### src/hdl/mtih_pkg.sv
// Package for the muon trace integral histogram.
// Holds field widths, action/op codes, register indexes and the back-end status type.
// No dependencies.
package mtih_pkg;

    localparam int TRACE_LEN_DEF   = 63;
    localparam int NUM_BINS_DEF    = 2500;
    localparam int COUNT_WIDTH_DEF = 32;

    localparam int CFG_W      = 6;
    localparam int CFG_IDX_W  = 2;
    localparam int POS_W      = 6;
    localparam int SAMPLE_W   = 10;
    localparam int ACC_W      = 17;
    localparam int WORD_W     = 32;
    localparam int SEL_W      = 12;
    localparam int HDR_W      = 32;
    localparam int OUT_W      = 32;
    localparam int HEADER_BIT = 31;
    localparam int Q_DEPTH    = 4;

    localparam int IN_TDATA_W  = 48;
    localparam int OUT_TDATA_W = 64;

    localparam logic [CFG_IDX_W-1:0] CFG_SIGNAL_START    = 2'd0;
    localparam logic [CFG_IDX_W-1:0] CFG_SIGNAL_END      = 2'd1;
    localparam logic [CFG_IDX_W-1:0] CFG_PEDESTAL_OFFSET = 2'd2;

    localparam logic [CFG_W-1:0] SIGNAL_START_RST    = 6'd5;
    localparam logic [CFG_W-1:0] SIGNAL_END_RST      = 6'd31;
    localparam logic [CFG_W-1:0] PEDESTAL_OFFSET_RST = 6'd30;

    typedef enum logic [1:0] {
        ACT_DATA  = 2'd0,
        ACT_CLEAR = 2'd1,
        ACT_READ  = 2'd2,
        ACT_NONE  = 2'd3
    } action_t;

    typedef enum logic [1:0] {
        OP_FILL  = 2'd0,
        OP_READ  = 2'd1,
        OP_CLEAR = 2'd2
    } op_t;

    typedef enum logic [1:0] {
        BK_SWEEP = 2'd0,
        BK_RUN   = 2'd1,
        BK_FILL  = 2'd2
    } back_state_t;

    typedef struct packed {
        logic sweeping;
        logic sweep_done;
    } back_stat_t;

endpackage

### src/hdl/mtih_queue.sv
// Short FIFO between the front end and the histogram back end.
// Depends on mtih_pkg for the default depth.
module mtih_queue
    import mtih_pkg::*;
#(
    parameter int WIDTH = 8,
    parameter int DEPTH = Q_DEPTH,
    localparam int PW = (DEPTH > 1) ? $clog2(DEPTH) : 1,
    localparam int CW = $clog2(DEPTH + 1)
) (
    input  logic             clk,
    input  logic             rst_n,
    input  logic             push,
    input  logic [WIDTH-1:0] wdata,
    output logic             full,
    input  logic             pop,
    output logic [WIDTH-1:0] rdata,
    output logic             empty
);

    localparam logic [PW-1:0] LAST_PTR = PW'(DEPTH - 1);

    logic [WIDTH-1:0] mem_reg [DEPTH];
    logic [PW-1:0]    wr_ptr_reg, wr_ptr_next;
    logic [PW-1:0]    rd_ptr_reg, rd_ptr_next;
    logic [CW-1:0]    count_reg, count_next;
    logic             do_push, do_pop;

    assign full    = (count_reg == CW'(DEPTH));
    assign empty   = (count_reg == '0);
    assign rdata   = mem_reg[rd_ptr_reg];
    assign do_push = push && !full;
    assign do_pop  = pop && !empty;

    always_comb
    begin
        wr_ptr_next = wr_ptr_reg;
        rd_ptr_next = rd_ptr_reg;
        count_next  = count_reg;
        if (do_push)
        begin
            wr_ptr_next = (wr_ptr_reg == LAST_PTR) ? '0 : wr_ptr_reg + 1'b1;
        end
        if (do_pop)
        begin
            rd_ptr_next = (rd_ptr_reg == LAST_PTR) ? '0 : rd_ptr_reg + 1'b1;
        end
        if (do_push && !do_pop)
        begin
            count_next = count_reg + 1'b1;
        end
        else if (do_pop && !do_push)
        begin
            count_next = count_reg - 1'b1;
        end
    end

    always_ff @(posedge clk or negedge rst_n)
    begin
        if (!rst_n)
        begin
            wr_ptr_reg <= '0;
            rd_ptr_reg <= '0;
            count_reg  <= '0;
        end
        else
        begin
            wr_ptr_reg <= wr_ptr_next;
            rd_ptr_reg <= rd_ptr_next;
            count_reg  <= count_next;
        end
    end

    always_ff @(posedge clk)
    begin
        if (do_push)
        begin
            mem_reg[wr_ptr_reg] <= wdata;
        end
    end

endmodule

### config.mk
export PLATFORM = sky130hd
export DESIGN_NAME = mtih_queue
export DESIGN_NICKNAME = d
export VERILOG_FILES = /design/src/hdl/mtih_pkg.sv /design/src/hdl/mtih_queue.sv
export SDC_FILE = /design/constraint.sdc
export NUM_CORES = 1
export LEC_CHECK = 0
export BUFFER_PORTS_ARGS = -buffer_cell sky130_fd_sc_hd__buf_2
export CAP_MARGIN = 20
export CORE_MARGIN = 4
export CORE_UTILIZATION = 45
export CTS_BUF_LIST = sky130_fd_sc_hd__clkbuf_4
export DETAILED_ROUTE_END_ITERATION = 8
export HOLD_SLACK_MARGIN = 0.06
export PLACE_DENSITY = 0.62
export SETUP_SLACK_MARGIN = 0.05
export SKIP_CTS_REPAIR_TIMING = 1
export SYNTH_ARGS = -nofsm -noshare
export SYNTH_HDL_FRONTEND = slang
export SYNTH_SLANG_ARGS = --single-unit
### constraint.sdc
create_clock -name clk -period 5.6 [get_ports clk]
set_input_delay 0.28 -clock clk [delete_from_list [all_inputs] [get_ports clk]]
set_output_delay 0.28 -clock clk [all_outputs]
set_load 0.1 [all_outputs]
## After elaboration in Yosys (flattened, before gate mapping)

Memory sizes are Yosys's and may differ from the RTL's.
Cells that the tools add are included.

- Register bits: 7
- Bits in writable memories: 32
- Bits of input ports: 12
- Output and inout bits: 10
- Word-level logic and storage cells: 27
- Memories: 1

Memory list:

| name | depth | bits a word | read ports | clocked after memory_dff | write ports | line | text |
|---|---|---|---|---|---|---|---|
| mem_reg | 4 | 8 | 1 | 0 | 1 | mtih_queue.sv:23 | `logic [WIDTH-1:0] mem_reg [DEPTH];` |

- $add $sub $neg: 4
- Equal/unequal tests: 3
- Muxes and demuxes: 6
- Reductions and logical operators: 10

Operator list:

| operator | count |
|---|---|
| 3-bit 2-to-1 mux | 2 |
| 2-bit by 1-bit adder with 2-bit output (second input constant) | 2 |
| 2-bit == test (second input constant) | 2 |
| 1-bit logical AND | 4 |
| 1-bit zero test | 4 |
| 2-bit 2-to-1 mux | 2 |
| 3-bit by 1-bit adder with 3-bit output (second input constant) | 1 |
| 3-bit == test (second input constant) | 1 |
| 3-bit zero test | 1 |
| 3-bit by 1-bit subtractor with 3-bit output (second input constant) | 1 |
| 1-bit 2-to-1 mux | 2 |
| 2-bit nonzero test | 1 |

## Logic depth before layout (Yosys ltp)

- Depth in word-level cells: 7
- Depth in mapped cells: 9
- Depth with buffers taken out: 8

## Worst setup path after synthesis

OpenSTA, ideal clock, no wires.

- Path type: reg-to-reg
- Start: reg count_reg[0]
- End: reg count_reg[2]
- Library setup time: 0.079 ns
- Arrival: 4.042 ns
- Required time: 5.521 ns
- Slack: 1.479 ns
- Cell stages (with the launch flop): 9
- Path buffers: 0
- Clock period less this slack: 4.121 ns
- Cell sequence: dfrtp_1 > nor3_1 > nand2b_4 > ha_1 > inv_1 > fa_1 > xor2_1 > nor2_1 > xor2_1

- Longest elaborated chain between the ends: 6
- Elaborated cells between the ends (all ways): 15
- Those cells by class: add/sub: 2; eq/ne: 1; mux: 2; reduce/logical: 10

Ends and longest elaborated chain:

| element | line | text |
|---|---|---|
| from (decl) | mtih_queue.sv:26 | `logic [CW-1:0] count_reg, count_next;` |
| from (signal assigned) | mtih_queue.sv:70 | `count_reg <= count_next;` |
| 3-bit zero test (*) | mtih_queue.sv:30 | `assign empty = (count_reg == '0);` |
| net empty | mtih_queue.sv:18 | `output logic empty` |
| 1-bit zero test (*) | mtih_queue.sv:33 | `assign do_pop = pop && !empty;` |
| 1-bit logical AND (*) | mtih_queue.sv:33 |  |
| 1-bit zero test | mtih_queue.sv:48 | `if (do_push && !do_pop)` |
| 1-bit logical AND | mtih_queue.sv:48 |  |
| 3-bit 2-to-1 mux / 2-bit nonzero test (equally long branches) | n/a |  |

Mark *: on every way through the listed nets, which the timed path passes. The rest lies on a longest branch. The select of a mux whose other input is x is not followed.
A chain may end at the register's enable or synchronous reset.

## Worst setup path after layout

- Start: reg rd_ptr_reg[0]
- End: out rdata[7]

- Longest elaborated chain between the ends: 1

Ends and longest elaborated chain:

| element | line | text |
|---|---|---|
| from (decl) | mtih_queue.sv:25 | `logic [PW-1:0] rd_ptr_reg, rd_ptr_next;` |
| from (signal assigned) | mtih_queue.sv:69 | `rd_ptr_reg <= rd_ptr_next;` |
| memory 4 x 8 bit | n/a |  |
| to (decl) | mtih_queue.sv:17 | `output logic [WIDTH-1:0] rdata,` |

Every way passes these cells.

==> results.txt <==
Status: finished clean
Detailed-route wire length: 2420 um
F_max: 444.5 MHz
First-pass GRT wire length: 3898 um
Initial antenna violation count: 0
Clock buffer depth: 2
Fin crit period: 2.250 ns
Hold Vio Cnt, Final: 0
CTS root buf: clkbuf_4
Largest net degree at the start of global routing: 13
Synth cell types: 19
Worst slew pin tran: 0.5980 ns
Crit-path max FO: 11
Worst Skew: 0.008250 ns
Core footprint: 3416 sq um
CTS Sinks: 39
Die area: 4625 sq um
Die height: 68.01 um
Post-synthesis register bit count: 39
Post-Syn Instances: 79
Layout area overhead: 14.13%
Reg clk slew, reported paths: 0.11 ns
Count leader, synth: edfxtp_1
Final setup fails: 0
Async SR Flop Fraction: 0.1795
Mapped Nets: 98
Setup CP Type: flop to output port
DRT iter0 DRCs: 37
Min-Delay Path Class: input port to flop
DR vias: 749
Initial Util: 0.4744
Crit share post-route: 0.4017
Design Area, Final: 1849 sq um
TNS Setup: 0 ns
Mapped cell area: 1620 sq um
Wire length per cell: 15.92 um
Final Max Slew Viols: 0
Fin util: 0.5414
CTS tree: built
CTS H-Tree Depth: 2
DRT Pass-1 Iters: 4
Cell Area, Placed: 1763 sq um
Top FF cell, synth: edfxtp_1
HPWL after detailed placement: 1617 um
Sequential-to-total area share from yosys stat: 0.7012
Final net count: 124
CP cell instances: mux4_2 -> buf_2
Area share of the largest cell type after synthesis: 0.5931
Max stage delay cell, worst path: dfrtp_1
Critical Path Max Stage Delay: 0.74 ns
Ranking of synthesized cells by area: edfxtp_1 59%, mux4_2 11%, dfrtp_1 11%, ha_1 4.6%, mux2_2 2.1%
Number of global-route vias before repair: 794
Most common library cells after synthesis: 32 x edfxtp_1, 8 x mux4_2, 7 x dfrtp_1
Crit path DAT: 1.97 ns
CP required: 5.32 ns
Clock Latency Late Sink: 0.35 ns
GR Overflow Total: 0
CP Launch Type: flop
Crit end category: output port
GPL Wtd Cong: 0.6610
Antenna diode count: 0
Yosys warns: 0
Layout cells sized above 1: 0.4528
IO Port Bufs: 21
# DRC: 0
Cell Rows: 21
Avg Vias per Cell: 4.928
Io pins: 22
Max-cap viol count: 0
Top cell type by total area after synthesis: edfxtp_1
All-Layer GR Usage: 0.1235
Die Width: 68.01 um
RSZ-0062 raised after global routing: false
Total CTS buffers: 5
Detail Route Antenna Nets: 0
Post-synth EDFFs: 32
Max reg flops: 32
Max-Slew Margin vs Limit: 0.6014
Post-Syn Area per Cell: 20.51 sq um
## path summary, 6_finish.rpt
kind	slack [ns]	start	end	cells past startpoint
worst max-delay path	3.35	rd_ptr_reg[0]$_DFFE_PN0P_	rdata[7]	2
worst min-delay path	0.14	wdata[0]	mem_reg[2][0]$_DFFE_PP_	1
worst max register to register	3.58	count_reg[1]$_DFFE_PN0P_	count_reg[2]$_DFFE_PN0P_	8
worst min register to register	0.51	count_reg[2]$_DFFE_PN0P_	count_reg[2]$_DFFE_PN0P_	1
max in group asynchronous	5.15	rst_n	rd_ptr_reg[1]$_DFFE_PN0P_	2
min in group asynchronous	0.29	rst_n	count_reg[1]$_DFFE_PN0P_	2
## layout by cell type, fill, tap and decap left out
cell / n
bufinv_16: 1
inv_1: 3
mux2_4: 2
clkbuf_4: 5
and2_2: 4
nand2b_4: 1
mux4_2: 8
nor3b_4: 1
nor2b_2: 1
mux2_2: 3
ha_1: 6
fa_1: 1
nor2_1: 3
buf_2: 21
xor2_1: 2
xnor2_1: 1
nor3_1: 1
clkinv_1: 1
dfrtp_1: 7
dlygate4sd3_1: 1
edfxtp_1: 32
clkinv_2: 1
## through the flow
stage	setup slack, ns	hold WS, ns	instances
finish	3.350	0.1422	152
CTS	3.280	-0.2575	151
detailed placement	3.586	0.1268	143
floorplan	1.479	-0.01559	79
global placement	3.611	0.1257	143
global route	3.148	0.1257	152
## critical path: cells and delay by family (launching register included)
family | cells | cell delay, ns
mux | 1 | 0.58
buf+inv | 1 | 0.30
flops | 1 | 0.74
## cell families after synthesis
| group | synth area share |
|---|---|
| adders and majority gates | 0.05869 |
| buffers and inverters | 0.01930 |
| xor gates and xnor gates | 0.01622 |
| muxes | 0.1506 |
| DFF | 0.7012 |
| and+or+nand+nor | 0.05405 |
## routing by layer
layer / GRT usage / vias up / wire length, um
li1: - / 353 / -
met1: 0.1469 / 376 / 1003
met2: 0.1961 / 16 / 1239
met3: 0.05747 / 4 / 139
met4: 0.04467 / 0 / 38
met5: 0 / - / 0
## final cells by class
type	instances	area, sq um
fillers	288	1567
flip-flops and latches	39	1136
multi-input cells	34	452.9
repair buffers	22	115.1
well taps	46	57.56
clock inverters	3	38.79
clock buffers	5	37.54
inverters	3	11.26
Power is not shown: default switching activity piles up to over one toggle a cycle in this logic, so the estimate is an artifact.
