File: src/hdl/mtih_pkg.sv
// Package for the muon trace integral histogram.
// Holds field widths, action/op codes, register indexes and the back-end status type.
// No dependencies.
package mtih_pkg;

    localparam int TRACE_LEN_DEF   = 63;
    localparam int NUM_BINS_DEF    = 2500;
    localparam int COUNT_WIDTH_DEF = 32;

    localparam int CFG_W      = 6;
    localparam int CFG_IDX_W  = 2;
    localparam int POS_W      = 6;
    localparam int SAMPLE_W   = 10;
    localparam int ACC_W      = 17;
    localparam int WORD_W     = 32;
    localparam int SEL_W      = 12;
    localparam int HDR_W      = 32;
    localparam int OUT_W      = 32;
    localparam int HEADER_BIT = 31;
    localparam int Q_DEPTH    = 4;

    localparam int IN_TDATA_W  = 48;
    localparam int OUT_TDATA_W = 64;

    localparam logic [CFG_IDX_W-1:0] CFG_SIGNAL_START    = 2'd0;
    localparam logic [CFG_IDX_W-1:0] CFG_SIGNAL_END      = 2'd1;
    localparam logic [CFG_IDX_W-1:0] CFG_PEDESTAL_OFFSET = 2'd2;

    localparam logic [CFG_W-1:0] SIGNAL_START_RST    = 6'd5;
    localparam logic [CFG_W-1:0] SIGNAL_END_RST      = 6'd31;
    localparam logic [CFG_W-1:0] PEDESTAL_OFFSET_RST = 6'd30;

    typedef enum logic [1:0] {
        ACT_DATA  = 2'd0,
        ACT_CLEAR = 2'd1,
        ACT_READ  = 2'd2,
        ACT_NONE  = 2'd3
    } action_t;

    typedef enum logic [1:0] {
        OP_FILL  = 2'd0,
        OP_READ  = 2'd1,
        OP_CLEAR = 2'd2
    } op_t;

    typedef enum logic [1:0] {
        BK_SWEEP = 2'd0,
        BK_RUN   = 2'd1,
        BK_FILL  = 2'd2
    } back_state_t;

    typedef struct packed {
        logic sweeping;
        logic sweep_done;
    } back_stat_t;

endpackage

File: src/hdl/mtih_front.sv
// Front end: config registers, beat classification, header tally and trace integration.
// Emits fill, read and clear ops to the queue. Depends on mtih_pkg.
module mtih_front
    import mtih_pkg::*;
#(
    parameter int TRACE_LEN = TRACE_LEN_DEF,
    parameter int NUM_BINS  = NUM_BINS_DEF,
    localparam int BIN_W = $clog2(NUM_BINS + 2)
) (
    input  logic                 clk,
    input  logic                 rst_n,
    input  logic                 cfg_valid,
    output logic                 cfg_ready,
    input  logic [CFG_IDX_W-1:0] cfg_index,
    input  logic [CFG_W-1:0]     cfg_data,
    input  logic                 in_valid,
    output logic                 in_ready,
    input  logic [1:0]           in_action,
    input  logic [WORD_W-1:0]    in_word,
    input  logic [SEL_W-1:0]     in_sel,
    input  back_stat_t           stat,
    input  logic                 q_full,
    output logic                 q_push,
    output op_t                  q_op,
    output logic                 q_oor,
    output logic [HDR_W-1:0]     q_hdr,
    output logic [BIN_W-1:0]     q_idx
);

    localparam logic [POS_W-1:0] LAST_POS = POS_W'(TRACE_LEN - 1);
    localparam logic [31:0]      UNDER_IDX = 32'(NUM_BINS);
    localparam logic [31:0]      OVER_IDX  = 32'(NUM_BINS + 1);
    localparam logic [31:0]      NUM_SEL   = 32'(NUM_BINS + 2);

    logic [CFG_W-1:0]        sig_start_reg, sig_end_reg, ped_off_reg;
    logic [POS_W-1:0]        pos_reg, pos_next;
    logic signed [ACC_W-1:0] acc_reg, acc_next;
    logic [HDR_W-1:0]        hdr_reg, hdr_next;
    logic                    clear_wait_reg, clear_wait_next;

    logic                    accept;
    logic [SAMPLE_W-1:0]     sample;
    logic signed [ACC_W-1:0] samp_s, acc_sum;
    logic [POS_W:0]          pos_x, ped_lo, ped_hi;
    logic                    do_add, do_sub, last;
    logic signed [31:0]      sum32;
    logic [31:0]             fidx32, sel32;
    logic [HDR_W-1:0]        hdr_inc;

    assign cfg_ready = 1'b1;
    assign in_ready  = !q_full && !clear_wait_reg;
    assign accept    = in_valid && in_ready;

    assign sample = in_word[SAMPLE_W-1:0];
    assign samp_s = $signed({{(ACC_W - SAMPLE_W){1'b0}}, sample});
    assign pos_x  = {1'b0, pos_reg};
    assign ped_lo = {1'b0, sig_start_reg} + {1'b0, ped_off_reg};
    assign ped_hi = {1'b0, sig_end_reg} + {1'b0, ped_off_reg};
    assign do_add = (pos_reg >= sig_start_reg) && (pos_reg < sig_end_reg);
    assign do_sub = (pos_x >= ped_lo) && (pos_x < ped_hi);
    assign last   = (pos_reg == LAST_POS);

    assign acc_sum = acc_reg + (do_add ? samp_s : '0) - (do_sub ? samp_s : '0);
    assign sum32   = {{(32 - ACC_W){acc_sum[ACC_W-1]}}, acc_sum};

    always_comb
    begin
        priority if (sum32 < 0)
        begin
            fidx32 = UNDER_IDX;
        end
        else if (sum32 >= $signed(32'(NUM_BINS)))
        begin
            fidx32 = OVER_IDX;
        end
        else
        begin
            fidx32 = sum32;
        end
    end

    assign sel32   = {{(32 - SEL_W){1'b0}}, in_sel};
    assign hdr_inc = (hdr_reg == '1) ? hdr_reg : hdr_reg + 1'b1;

    always_comb
    begin
        pos_next        = pos_reg;
        acc_next        = acc_reg;
        hdr_next        = hdr_reg;
        clear_wait_next = clear_wait_reg;
        q_push          = 1'b0;
        q_op            = OP_FILL;
        q_oor           = 1'b0;
        q_hdr           = hdr_reg;
        q_idx           = fidx32[BIN_W-1:0];
        if (stat.sweep_done)
        begin
            clear_wait_next = 1'b0;
        end
        if (accept)
        begin
            unique case (action_t'(in_action))
                ACT_DATA:
                begin
                    if (in_word[HEADER_BIT])
                    begin
                        hdr_next = hdr_inc;
                    end
                    else if (last)
                    begin
                        pos_next = '0;
                        acc_next = '0;
                        q_push   = 1'b1;
                    end
                    else
                    begin
                        pos_next = pos_reg + 1'b1;
                        acc_next = acc_sum;
                    end
                end
                ACT_CLEAR:
                begin
                    pos_next        = '0;
                    acc_next        = '0;
                    hdr_next        = '0;
                    clear_wait_next = 1'b1;
                    q_push          = 1'b1;
                    q_op            = OP_CLEAR;
                end
                ACT_READ:
                begin
                    q_push = 1'b1;
                    q_op   = OP_READ;
                    q_oor  = (sel32 >= NUM_SEL);
                    q_idx  = sel32[BIN_W-1:0];
                end
                ACT_NONE:
                begin
                end
            endcase
        end
    end

    always_ff @(posedge clk or negedge rst_n)
    begin
        if (!rst_n)
        begin
            sig_start_reg  <= SIGNAL_START_RST;
            sig_end_reg    <= SIGNAL_END_RST;
            ped_off_reg    <= PEDESTAL_OFFSET_RST;
            pos_reg        <= '0;
            acc_reg        <= '0;
            hdr_reg        <= '0;
            clear_wait_reg <= 1'b1;
        end
        else
        begin
            pos_reg        <= pos_next;
            acc_reg        <= acc_next;
            hdr_reg        <= hdr_next;
            clear_wait_reg <= clear_wait_next;
            if (cfg_valid && cfg_ready)
            begin
                case (cfg_index)
                    CFG_SIGNAL_START:    sig_start_reg <= cfg_data;
                    CFG_SIGNAL_END:      sig_end_reg   <= cfg_data;
                    CFG_PEDESTAL_OFFSET: ped_off_reg   <= cfg_data;
                    default:
                    begin
                    end
                endcase
            end
        end
    end

endmodule

File: config.mk
export PLATFORM = sky130hd
export DESIGN_NAME = mtih_front
export DESIGN_NICKNAME = d
export VERILOG_FILES = /design/src/hdl/mtih_pkg.sv /design/src/hdl/mtih_front.sv
export SDC_FILE = /design/constraint.sdc
export NUM_CORES = 1
export LEC_CHECK = 0
export BUFFER_PORTS_ARGS = -buffer_cell sky130_fd_sc_hd__buf_2
export CAP_MARGIN = 10
export CELL_PAD_IN_SITES_DETAIL_PLACEMENT = 0
export CELL_PAD_IN_SITES_GLOBAL_PLACEMENT = 1
export CORE_ASPECT_RATIO = 0.7
export CORE_MARGIN = 2
export CORE_UTILIZATION = 30
export DETAILED_ROUTE_END_ITERATION = 6
export GPL_TIMING_DRIVEN = 0
export PLACE_DENSITY_LB_ADDON = 0.25
export SETUP_SLACK_MARGIN = 0.3
export SLEW_MARGIN = 20
export SYNTH_ARGS = -nofsm -noshare
export SYNTH_HDL_FRONTEND = slang
export SYNTH_SLANG_ARGS = --single-unit
File: constraint.sdc
create_clock -name clk -period 22.8 [get_ports clk]
set_input_delay 4.56 -clock clk [delete_from_list [all_inputs] [get_ports clk]]
set_output_delay 4.56 -clock clk [all_outputs]
set_load 0.01 [all_outputs]
## After elaboration in Yosys (flattened, before gate mapping)

Index checks and enable logic that the tools add are counted.

| word-level totals | value |
|---|---|
| register bits | 74 |
| memories | 0 |
| bits of input ports | 61 |
| memory bits (writable) | 0 |
| output and inout bits | 50 |
| bits in latches | 0 |
| ROM bits | 0 |
| logic and storage cells | 70 |

| operators by class | value |
|---|---|
| mux-type cells | 26 |
| bitwise operators | 0 |
| shift-type cells | 0 |
| reductions and logical operators | 15 |
| equality and inequality tests | 9 |
| $add $sub $neg | 6 |
| magnitude comparators | 7 |
| div/mod/pow operators | 0 |
| multiply operators | 0 |

Operator list:

| operator | number |
|---|---|
| 32-bit 2-to-1 mux | 2 |
| 32-bit case mux with 2 select lines | 1 |
| 12-bit 2-to-1 mux | 4 |
| 17-bit 2-to-1 mux | 2 |
| 17-bit case mux with 2 select lines | 1 |
| 32-bit by 1-bit adder with 32-bit output, second input constant | 1 |
| 32-bit equality test, second input constant | 1 |
| 10-bit 2-to-1 mux | 2 |
| 17-bit by 10-bit adder with 17-bit output | 1 |
| 17-bit by 13-bit >= comparator with 1-bit output, second input constant | 1 |
| 17-bit by 1-bit less-than comparator with 1-bit output, second input constant | 1 |
| 17-bit by 10-bit subtractor with 17-bit output | 1 |
| 6-bit by 6-bit adder with 7-bit output | 2 |
| 12-bit >= comparator, second input constant | 1 |
| 6-bit 2-to-1 mux | 2 |
| 6-bit case mux with 2 select lines | 1 |
| 1-bit 2-to-1 mux | 8 |
| 6-bit by 7-bit >= comparator with 1-bit output | 1 |
| 6-bit by 7-bit less-than comparator with 1-bit output | 1 |
| 6-bit by 1-bit adder with 6-bit output, second input constant | 1 |
| 6-bit equality test, second input constant | 1 |
| 6-bit >= comparator | 1 |
| 6-bit less-than comparator | 1 |
| 2-bit inequality test, second input constant | 3 |
| 13 further kinds | 22 |

## Logic depth before layout (Yosys ltp)

| logic depth | value |
|---|---|
| depth after elaboration | 10 |
| mapped depth | 24 |
| mapped depth without buffers | 22 |

## Least setup slack after synthesis

Ideal clock, no wire load.

| timing | value |
|---|---|
| path type | input to output |
| from | in in_word[3] |
| to | out q_idx[3] |
| slack | 10067 ps |
| path buffers | 2 |
| stages on the path | 14 |
| data required time | 18240 ps |
| arrival time | 8173 ps |
| cell sequence | nand2_1 -> a211oi_1 -> fa_1 -> inv_1 -> ha_1 -> buf_6 -> o211a_1 -> a21boi_1 -> o31a_1 -> or4b_1 -> a221oi_2 -> or4b_1 -> buf_2 -> o31ai_1 |

| between the ends | value |
|---|---|
| word-level cells in the longest chain between the ends | 8 |
| elaborated cells on any way between the ends | 10 |
| classes of those cells | add/sub: 2; order compare: 2; mux: 6 |

RTL lines:

| item | line | source |
|---|---|---|
| start, declared | mtih_front.sv:19 | `input logic [WORD_W-1:0] in_word,` |
| 10-bit 2-to-1 mux | mtih_front.sv:63 | `assign acc_sum = acc_reg + (do_add ? samp_s : '0) - (do_sub ? samp_s : '0);` |
| 17-bit by 10-bit adder with 17-bit output | mtih_front.sv:63 |  |
| 17-bit by 10-bit subtractor with 17-bit output (*) | mtih_front.sv:63 |  |
| 17-bit by 13-bit >= comparator with 1-bit output | mtih_front.sv:72 | `else if (sum32 >= $signed(32'(NUM_BINS)))` |
| 12-bit 2-to-1 mux | mtih_front.sv:72 |  |
| 12-bit 2-to-1 mux (*) | mtih_front.sv:68 | `priority if (sum32 < 0)` |
| 12-bit 2-to-1 mux | mtih_front.sv:102 | `unique case (action_t'(in_action))` |
| 12-bit 2-to-1 mux (*) | mtih_front.sv:100 | `if (accept)` |
| end, declared | mtih_front.sv:27 | `output logic [BIN_W-1:0] q_idx` |

Every way passes the cells marked *; elsewhere a longest branch is shown, timed or not.

## Worst setup path after layout

| timing | value |
|---|---|
| from | in in_word[1] |
| to | out q_idx[7] |

Same word-level chain as after synthesis.

==> results.ini <==
[clock_tree]
clockBufferDepth=2
cts_setup_buffers=0
cts_htree_levels=3
cts_root_buf=clkbuf_16
numCtsBuffers=9
cts_tree=done
post_cts_resized=0
clock_sinks=74
clk_pin_slew_ns=0.06
worstSkewPairLatency_ns=0.34
hold_buffers=0

[finish]
drive_above_1_share_pct=17.79
nFillCells=1987
ff_latch_area_um2=1867
areaGrowthSynthToFinish_pct=19.04
insertedDiodeCount=0
largest_register_ffs=32
num-nets-final=898
multi_input_comb_area_um2=3669

[timing]
worst_slew_pin_slew_ns=0.9743
fin_tns_setup_ns=0
fin_crit_ns=13.28
drv_slew=0
rsz0062_at_grt=no
relSlewSlack_pct=34.91
setup_violations=0
max_freq_ghz=0.07529
finalHoldViolCount=0
fin_crit_sh_pct=58.26
finalClockSkew_ns=0.01071

[yosys]
synth_area_leader_cell=dfrtp_1
seq_area_frac_synth_pct=31.88
synthArstFlopShare_pct=100.0
synthFlopType=dfrtp_1
synth_cell_types=59
synth_top_cell_area_share_pct=26.50
yosysWarnings=0
syn_inst=666
synth_seq_cells=74
synth_area_per_cell_um2=8.792
synth_nets=799
synth-edff-count=0
synth.cell_area_um2=5856
synth_area_leaders=dfrtp_1 26%, ha_1 13%, dfstp_2 5.4%

[global_routing]
grt_max_degree=48
antenna_found_initial=0
grt_pass1_wl_um=26020
overflow=0
track_usage_pct=15.72
grt_pass1_vias=5035

[floorplanning]
dieArea_um2=20670
die_h_um=120.9
rows=42
core_area_um2=19020
io_pins=111
start_util_pct=30.78
die_x_um=171.0

[place]
routabilityCongestion=0.8480
port_buffers=87
dpl.hpwl_um=12500

[outcome]
outcome=finished, final reports clean

[critical_path]
crit_required_ns=18.24
path_class=input pin to output pin
end_kind=output pin
cp-start-kind=input pin
path_max_fanout=8
arrival_ns=8.72

[route]
totalWireLength_um=15690
drtAntennaViolNets=0
drc=0
num_vias=5149
routed_via_density=4.980
firstDrtPassIters=5
wl_per_cell_um=15.17
drt-initial-drc-count=396

[power]
ir_drop_uv=59.03
p_total_w=0.0009508
power_density_nw_per_um2=136.4
cellLeakagePower_nw=3.380

[hold_path]
worst_hold_path_type=register to register

[run]
max-cap-violations=0

==> cells in the final DEF, fill, tap and decap left out, types with 4 or more instances in the layout <==
| cell | n |
|---|---|
| fa_1 | 12 |
| a21oi_1 | 39 |
| o21bai_1 | 6 |
| buf_2 | 87 |
| nand4_1 | 13 |
| and2_1 | 5 |
| mux2_2 | 15 |
| a31oi_1 | 8 |
| nor3_1 | 6 |
| and3_1 | 8 |
| nand2b_1 | 9 |
| xor2_1 | 19 |
| a211oi_1 | 13 |
| clkbuf_1 | 16 |
| dfrtp_1 | 62 |
| inv_1 | 64 |
| nand3_1 | 19 |
| nor4_1 | 4 |
| clkbuf_16 | 9 |
| o21ai_0 | 43 |
| or3_1 | 13 |
| nand3b_1 | 4 |
| a21o_1 | 23 |
| dfstp_2 | 12 |
| a22o_1 | 7 |
| nor3b_1 | 4 |
| nand2_1 | 61 |
| nor2_1 | 51 |
| xnor2_1 | 21 |
| o31ai_1 | 9 |
| ha_1 | 60 |
==> per-layer routing <==
layer  routed length (um)  part of all wire, %  global-route usage, %  up-vias
met5                    0                    0                      0        -
li1                     -                    -                      -     2556
met1                 8515                   54                  24.18     2449
met4                  127                 0.81                  3.019        0
met2                 6306                   40                  22.86      134
met3                  739                  4.7                  2.838       10
==> stage by stage <==
stage / hold slack, ns / setup slack [ns] / area, um2 / utilization (%) / std cells
2_1_floorplan: 0.4485 / 10.07 / 5856 / - / 666
3_3_place_gp: 0.4691 / 9.541 / 6621 / 34.81 / 1017
3_5_place_dp: 0.4752 / 9.551 / 6651 / 34.96 / 1018
4_1_cts: 0.4965 / 9.538 / 6970 / 36.64 / 1034
5_1_grt: 0.5178 / 9.379 / 6970 / 36.64 / 1034
6_report: 0.4955 / 9.518 / 6970 / 36.64 / 1034
==> worst max-delay path, cell delays in order <==
cell,delay [ns]
buf_2,0.09
nand2_1,0.05
a211oi_1,0.34
fa_1,0.52
inv_1,0.08
ha_1,0.24
a211oi_1,0.44
o211ai_1,0.29
a2111oi_0,0.50
nor3_1,0.14
a211o_1,0.27
or4b_1,0.50
buf_2,0.19
o32a_1,0.35
buf_2,0.14
==> where the power goes <==
part           internal (W)  total [W]  switching [W]  leakage (nW)
Combinational      0.000238   0.000607       0.000370          2.28
Clock             0.0000964   0.000157      0.0000603         0.153
Sequential         0.000159   0.000187      0.0000272         0.951
Total              0.000493   0.000951       0.000457          3.38
==> final timing paths <==
kind,from,endpoint,slack [ns],cells after the start
worst min register to register,acc_reg[2],acc_reg[2],0.50,2
worst max register to register,sig_start_reg[0],acc_reg[16],16.90,20
worst min-delay path,acc_reg[2],acc_reg[2],0.50,2
min in group asynchronous,rst_n,q_hdr[20],4.15,1
worst max-delay path,in_word[1],q_idx[7],9.52,15
max in group asynchronous,rst_n,sig_end_reg[3],18.02,2
==> cells in the mapped netlist (2+ instances only) <==
| cell type | count |
|---|---|
| or3_1 | 13 |
| o211ai_1 | 3 |
| nor4_1 | 4 |
| ha_1 | 60 |
| a31oi_1 | 8 |
| nand2_1 | 61 |
| o21a_1 | 2 |
| a2111oi_0 | 2 |
| or4b_1 | 2 |
| nand4_1 | 13 |
| mux2_2 | 15 |
| a22o_1 | 7 |
| and2_1 | 5 |
| xnor2_1 | 21 |
| nor4b_1 | 2 |
| nor3_1 | 6 |
| a21o_1 | 23 |
| nor3b_1 | 4 |
| nand3b_1 | 4 |
| a211oi_1 | 13 |
| a21oi_1 | 39 |
| a211o_1 | 3 |
| dfstp_2 | 12 |
| fa_1 | 12 |
| o32a_1 | 3 |
| xor2_1 | 19 |
| o21ai_0 | 43 |
| o31ai_1 | 9 |
| o21bai_1 | 6 |
| inv_1 | 64 |
| o22ai_1 | 2 |
| clkbuf_1 | 15 |
| nand3_1 | 19 |
| nor2_1 | 51 |
| dfrtp_1 | 62 |
| and3_1 | 8 |
| nand2b_1 | 9 |
==> cell type report <==
class                           instances  share of cell area, %
Multi-Input combinational cell        510                  52.63
Sequential cell                        74                  26.78
Timing Repair Buffer                   88                  6.677
Tap cell                              264                  4.739
Inverter                               64                  3.446
Clock buffer                           10                  3.285
Clock inverter                          6                  1.292
Buffer                                 18                  1.149
==> cells by family (layout without fill, tap and decap cells) <==
group	Yosys count	count (layout)	synth area share (%)
and+or+nand+nor	206	206	17.18
AOI/OAI and AO/OA	176	176	19.62
buffers and inverters	82	186	5.470
DFF	74	74	31.88
adders and majority gates	72	72	16.92
xor gates and xnor gates	40	40	5.983
muxes	15	15	2.885
other	1	1	0.06404
Note: power is estimated with default switching activity, not from simulation.
